<file path="src/sv/hmte_pkg.sv">
// Package of the hash map table engine: widths, operation and status codes,
// and the word types that travel along the cell row. Depends on nothing.
package hmte_pkg;

  localparam int unsigned CAPACITY = 256;
  localparam int unsigned KEY_W    = 32;
  localparam int unsigned VAL_W    = 32;
  localparam int unsigned TOTAL_W  = 9;

  typedef enum logic [1:0] {
    OP_GET    = 2'd0,
    OP_PUT    = 2'd1,
    OP_REMOVE = 2'd2
  } op_e;

  typedef enum logic [1:0] {
    ST_OK       = 2'd0,
    ST_FULL     = 2'd1,
    ST_NULL_KEY = 2'd2
  } status_e;

  // One stored entry.
  typedef struct packed {
    logic             vld;
    logic [KEY_W-1:0] key;
    logic [VAL_W-1:0] val;
  } ent_t;

  // Operation word walking the row.
  typedef struct packed {
    logic             vld;
    logic             shift;   // remove hit: compacting the row behind it
    logic [1:0]       op;
    logic [KEY_W-1:0] key;
    logic [VAL_W-1:0] val;
    logic             found;
    logic [VAL_W-1:0] old;
  } tok_t;

  // Completion report of one cell.
  typedef struct packed {
    logic             vld;
    logic             found;
    logic [VAL_W-1:0] old;
    logic             ins;
    logic             rem;
    logic             full;
  } fin_t;

endpackage

</file>
<file path="src/sv/hmte_cell.sv">
// One storage cell of the hash map row: holds one entry and one operation word.
// Depends on hmte_pkg.
module hmte_cell (
  input  logic           clk_i,
  input  logic           rst_ni,
  input  hmte_pkg::tok_t tok_i,   // word from left neighbor
  input  hmte_pkg::ent_t nb_i,    // entry of right neighbor, for compaction
  output hmte_pkg::tok_t tok_o,   // word to right neighbor
  output hmte_pkg::ent_t ent_o,
  output hmte_pkg::fin_t fin_o
);

  hmte_pkg::ent_t ent_q, ent_d;
  hmte_pkg::tok_t tok_q;

  always_comb begin
    ent_d     = ent_q;
    tok_o     = tok_q;
    tok_o.vld = 1'b0;
    fin_o     = '0;
    if (tok_q.vld) begin
      if (tok_q.shift) begin
        // pull neighbor left; stop at the first empty cell
        ent_d = nb_i;
        if (ent_q.vld) begin
          tok_o.vld = 1'b1;
        end else begin
          fin_o.vld   = 1'b1;
          fin_o.found = tok_q.found;
          fin_o.old   = tok_q.old;
          fin_o.rem   = 1'b1;
        end
      end else if (!ent_q.vld) begin
        // end of occupied region: key absent
        fin_o.vld = 1'b1;
        if (hmte_pkg::op_e'(tok_q.op) == hmte_pkg::OP_PUT) begin
          ent_d.vld = 1'b1;
          ent_d.key = tok_q.key;
          ent_d.val = tok_q.val;
          fin_o.ins = 1'b1;
        end
      end else if (ent_q.key == tok_q.key) begin
        case (hmte_pkg::op_e'(tok_q.op))
          hmte_pkg::OP_PUT: begin
            ent_d.val   = tok_q.val;
            fin_o.vld   = 1'b1;
            fin_o.found = 1'b1;
            fin_o.old   = ent_q.val;
          end
          hmte_pkg::OP_REMOVE: begin
            ent_d       = nb_i;
            tok_o.vld   = 1'b1;
            tok_o.shift = 1'b1;
            tok_o.found = 1'b1;
            tok_o.old   = ent_q.val;
          end
          default: begin
            fin_o.vld   = 1'b1;
            fin_o.found = 1'b1;
            fin_o.old   = ent_q.val;
          end
        endcase
      end else begin
        tok_o.vld = 1'b1;
      end
    end
  end

  always_ff @(posedge clk_i or negedge rst_ni) begin
    if (!rst_ni) begin
      ent_q <= '0;
      tok_q <= '0;
    end else begin
      ent_q <= ent_d;
      tok_q <= tok_i;
    end
  end

  assign ent_o = ent_q;

endmodule

</file>
<file path="config.mk">
export PLATFORM = sky130hd
export DESIGN_NAME = hmte_cell
export DESIGN_NICKNAME = d
export VERILOG_FILES = /design/src/sv/hmte_pkg.sv /design/src/sv/hmte_cell.sv
export SDC_FILE = /design/constraint.sdc
export NUM_CORES = 1
export LEC_CHECK = 0
export ABC_AREA = 0
export ABC_CLOCK_PERIOD_IN_PS = 6600
export BUFFER_PORTS_ARGS = -buffer_cell sky130_fd_sc_hd__buf_2
export CAP_MARGIN = 10
export CORE_MARGIN = 8
export CORE_UTILIZATION = 40
export CTS_CLUSTER_SIZE = 20
export DETAILED_ROUTE_END_ITERATION = 16
export GPL_TIMING_DRIVEN = 0
export MAX_ROUTING_LAYER = met4
export PLACE_DENSITY = 0.66
export SYNTH_ARGS = -nofsm -noshare
export SYNTH_HDL_FRONTEND = slang
export SYNTH_SLANG_ARGS = --single-unit
export TNS_END_PERCENT = 10
</file>
<file path="constraint.sdc">
create_clock -name clk_i -period 6.6 [get_ports clk_i]
set_clock_uncertainty 0.15 [all_clocks]
set_input_delay 0.33 -clock clk_i [delete_from_list [all_inputs] [get_ports clk_i]]
set_output_delay 0.33 -clock clk_i [all_outputs]
set_load 0.03 [all_outputs]
</file>
[After elaboration in Yosys (flattened, before gate mapping)]
Cells that the tools add are included.
Word-level totals
  bits in registers: 166
  bits of input ports: 168
Cells by class
  eq/ne operators: 6
  multiplexer cells: 31
  reductions and logical operators: 3
Operator list (number)
  65-bit 2-to-1 mux: 4
  33-bit 2-to-1 mux: 7
  34-bit 2-to-1 mux: 4
  32-bit case mux with 2 select lines: 1
  36-bit 2-to-1 mux: 1
  32-bit == test: 1
  1-bit 2-to-1 mux: 11
  4-bit AND reduction: 2
  2-bit 2-to-1 mux: 3
  3-bit by 1-bit != test with 1-bit output (second input constant): 2
  4-bit by 3-bit != test with 1-bit output (second input constant): 1
  3-bit nonzero test: 1
  2-bit by 1-bit == test with 1-bit output (second input constant): 1
  2-bit == test (second input constant): 1

[Depth between registers and ports, before layout]
  depth after elaboration: 6
  mapped depth: 8
  mapped depth without buffers: 6

[Worst setup path before layout]
No wires, ideal clock.
  path type: register to output
  from: register ent_q (netlist bit ent_o[56])
  to: output port tok_o[26] (netlist name)
  arrival time: 2.366 ns
  data required time: 6.120 ns
  path slack: 3.754 ns
  stages on the path, launching flop included: 8
  cells stage by stage: dfrtp_1 xnor2_1 nand4_1 nor4_2 nand3_2 nor4b_4 buf_4 mux2_1
RTL lines
  from (decl): line hmte_cell.sv:13  | hmte_pkg::ent_t ent_q, ent_d;
  from (signal assigned): line hmte_cell.sv:74  | ent_q <= ent_d;
  to (decl): line hmte_cell.sv:8  | output hmte_pkg::tok_t tok_o,

==> impl_summary.log <==
INFO  metric worst_slew_pin_slew = 0.916 ns
INFO  metric clock-sinks = 166
INFO  metric cts_tree = built
INFO  metric drtAntennaViolNets = 0
INFO  metric top_cells_by_area_in_the_synthesized_netlist = sky130_fd_sc_hd__dfrtp_1 51%, sky130_fd_sc_hd__mux2_2 13%, sky130_fd_sc_hd__buf_4 6.5%
INFO  metric synth_most_common_cell = sky130_fd_sc_hd__dfrtp_1
INFO  metric cts_repair_resize_count = 0
INFO  metric outcome = complete, no violations
INFO  metric globalplace.congestion = 0.867
INFO  metric die-area = 25200 um^2
INFO  metric hp-start = nb_i[2]
INFO  metric hold-path-endpoint = ent_o[2]
INFO  metric clock.fmax = 246 MHz
INFO  metric cell_by_cell_trace_of_the_critical_path = xnor2_1 > nand4_1 > nor4_2 > nand3_2 > nor4_2 > buf_2 > a22o_1 > buf_2
INFO  metric post-synth-top-area-fraction = 51.0%
INFO  metric rsz0062_at_grt = false
INFO  metric global_route.overflow_total = 0
INFO  metric timing.reg2reg.worst_path_depth = 8
INFO  metric wirelength = 31000 um
INFO  metric postSynth.asyncResetShare = 100%
INFO  metric synth_cells = 674
INFO  metric critical-path-max-stage-delay = 0.77 ns
INFO  metric setup-tns-final = 0 ns
INFO  metric layout_worst_path_cycle_share = 61.5%
INFO  metric die_height = 159 um
INFO  metric design.final.nets = 1334
INFO  metric drv_slew = 0
INFO  metric synthFlopType = sky130_fd_sc_hd__dfrtp_1
INFO  metric count_of_maximum_capacitance_violations = 0
INFO  metric finish.instance_area = 12000 um^2
INFO  metric setup_viol_count_final = 0
INFO  metric synthesized_area_per_cell = 12.1 um^2
INFO  metric postSynthRegisterBits = 166
INFO  metric detailedRoute.firstIterationViolations = 488
INFO  metric synth.lib_cells_used.distinct = 32
INFO  metric critPathSlowestCell = sky130_fd_sc_hd__nor4_2
INFO  metric syn_to_final_growth = 46.9%
INFO  metric synth_warnings = 0
INFO  metric drt-wirelength-per-cell = 21.3 um
INFO  metric critPathTopFamily = simple AND/OR/NAND/NOR gates
INFO  metric layout_cell_share_with_drive_strength_beyond_1 = 49.2%
INFO  metric timing.hold.worst_path_depth = 4
INFO  metric core-area = 20100 um^2
INFO  metric first_global_vias = 7745
INFO  metric worst_skew_late_latency = 0.43 ns
INFO  metric finalHoldViolations = 0
INFO  metric worst-path-buf-inv = 2
INFO  metric leakage = 5.71 nW
INFO  metric worst_r2r_startpoint = ent_o[52]
INFO  metric path_clk_slew = 0.07 ns
INFO  metric gr-usage-all-layers = 24.4%
INFO  metric post-route-min-period = 4.06 ns
INFO  metric cts_root_buf = sky130_fd_sc_hd__clkbuf_16
INFO  metric number_of_antenna_violations_at_the_first_check_in_global_routing = 3
INFO  metric start_kind = flip-flop
INFO  metric timing.reg2reg.setup_slack = 3.57 ns
INFO  metric vias_per_cell = 5.14
INFO  metric worstSetupEndpointType = output pin
INFO  metric synth_fp_nets = 842
INFO  metric worst_hold_path_type = input pin to flip-flop
INFO  metric hpwl = 22700 um
INFO  metric critical_path_arrival = 3.58 ns
INFO  metric largest_net_degree_at_the_start_of_global_routing = 92
INFO  metric synth.yosys.seq_area_share = 51.0%
INFO  metric mappedNetlistArea = 8140 um^2
INFO  metric drt_drc_violations_left = 0
INFO  metric detailed_place.area = 10400 um^2
INFO  metric synth_edf_count = 0
INFO  metric power.ir.vdd_worst = 0.161 mV
INFO  metric synth.cells.most_frequent = 166 x sky130_fd_sc_hd__dfrtp_1, 93 x sky130_fd_sc_hd__mux2_2, 70 x sky130_fd_sc_hd__buf_4, 64 x sky130_fd_sc_hd__a22oi_1, 34 x sky130_fd_sc_hd__nand2_1
INFO  metric final.fill_count = 1686
INFO  metric critical_path.reg2reg.endpoint = ent_o[14]
INFO  metric port_buffers = 369
INFO  metric initial_core_util = 40.5%
INFO  metric required = 6.12 ns
INFO  metric timing_worst_setup_path_type = flip-flop to output pin
INFO  metric synth_area_leader_cell = sky130_fd_sc_hd__dfrtp_1
INFO  metric power_per_cell_area = 252 nW/um^2
INFO  metric global_route_wire_length_before_repair = 44700 um
INFO  metric row_count = 52
INFO  metric crit_fanout = 10
INFO  metric max_slew_margin = 38.7%
INFO  metric cts_max_level = 4
INFO  metric cts-buffers-inserted = 17
INFO  metric detailedRoute.firstPassIterationCount = 5
INFO  metric clockBufferDepth = 2
INFO  metric detailroute.via_count = 7488
INFO  metric die_w = 159 um
INFO  metric floorplan.io_pins = 371
[registers in the layout, indices dropped and copies added (netlist names)]
| register | flops |
|---|---|
| ent_o | 65 |
| tok_o | 66 |
| tok_q | 35 |
[logic make-up after synthesis]
family	count (synthesis)	share of synthesized area [%]
other cells	1	0.0461
flops	166	51.0
mux	128	17.2
buf+inv	117	9.24
simple gates	62	3.93
xor+xnor	32	3.44
compound gates	168	15.1
[stage by stage]
stage               util [%]  instances  setup slack, ns  power, mW  hold slack (ns)
finish                  59.5       1456             2.54       3.02            0.145
detailed placement      51.5       1314             3.01       2.04            0.192
CTS                     59.4       1449             2.52       3.05            0.122
global placement        51.4       1313             2.33       2.03            0.287
global route            59.4       1452             2.40       3.14            0.130
floorplan                  -        674             3.75       1.73           -0.116
[worst max path at each step]
stage | slack, ns | to | depth (start not counted) | startpoint
finish | 2.54 | fin_o[31] | 8 | ent_o[52]
floorplan | 3.75 | tok_o[26] | 7 | ent_o[56]
CTS | 2.52 | fin_o[23] | 8 | ent_o[52]
global placement | 2.33 | ent_o[46] | 1 | rst_ni
global route | 2.40 | fin_o[33] | 8 | ent_o[52]
detailed placement | 3.01 | fin_o[23] | 8 | ent_o[52]
[final cells by class]
class / instances / area, um^2 / area share (%)
Sequential cell: 166 / 4150 / 34.7
Multi-Input combinational cell: 391 / 3230 / 27.0
Buffer: 116 / 748 / 6.26
Inverter: 1 / 3.75 / 0.0314
Timing Repair Buffer: 473 / 2920 / 24.4
Clock buffer: 18 / 429 / 3.59
Clock inverter: 14 / 119 / 0.994
Tap cell: 270 / 338 / 2.82
Antenna cell: 7 / 17.5 / 0.146
[cells in the final DEF, fill, tap and decap left out, types with 33 or more instances in the layout]
| cell type | Yosys | final |
|---|---|---|
| sky130_fd_sc_hd__mux2_2 | 93 | 93 |
| sky130_fd_sc_hd__dlygate4sd3_1 | 0 | 103 |
| sky130_fd_sc_hd__dfrtp_1 | 166 | 166 |
| sky130_fd_sc_hd__buf_4 | 70 | 70 |
| sky130_fd_sc_hd__o21ai_0 | 33 | 33 |
| sky130_fd_sc_hd__a22oi_1 | 64 | 64 |
| sky130_fd_sc_hd__nand2_1 | 34 | 34 |
| sky130_fd_sc_hd__o31ai_1 | 33 | 33 |
| sky130_fd_sc_hd__buf_2 | 4 | 372 |
[layer usage]
layer,up-vias,routed length (um),GRT usage [%]
met5,-,0,-
met4,0,952,10.9
met3,52,2490,5.75
met2,348,15400,40.7
met1,3681,12100,27.7
li1,3407,-,-
[power by group]
part | leakage (nW) | internal, mW | switching (mW)
clock network | 0.258 | 0.492 | 0.453
registers | 2.01 | 1.13 | 0.117
logic | 3.45 | 0.335 | 0.492
total | 5.71 | 1.96 | 1.06
[worst min-delay path, cell delays in order]
cell	delay, ns
sky130_fd_sc_hd__buf_2	0.09
sky130_fd_sc_hd__a22oi_1	0.08
sky130_fd_sc_hd__o31ai_1	0.07
sky130_fd_sc_hd__mux2_2	0.13
[timing repair]
| action | CTS | global route |
|---|---|---|
| setup buffers | 0 | 0 |
| hold buffers | 103 | 0 |
| hold endpoints to repair | 177 | 0 |
Note: power is estimated with default switching activity, not from simulation.
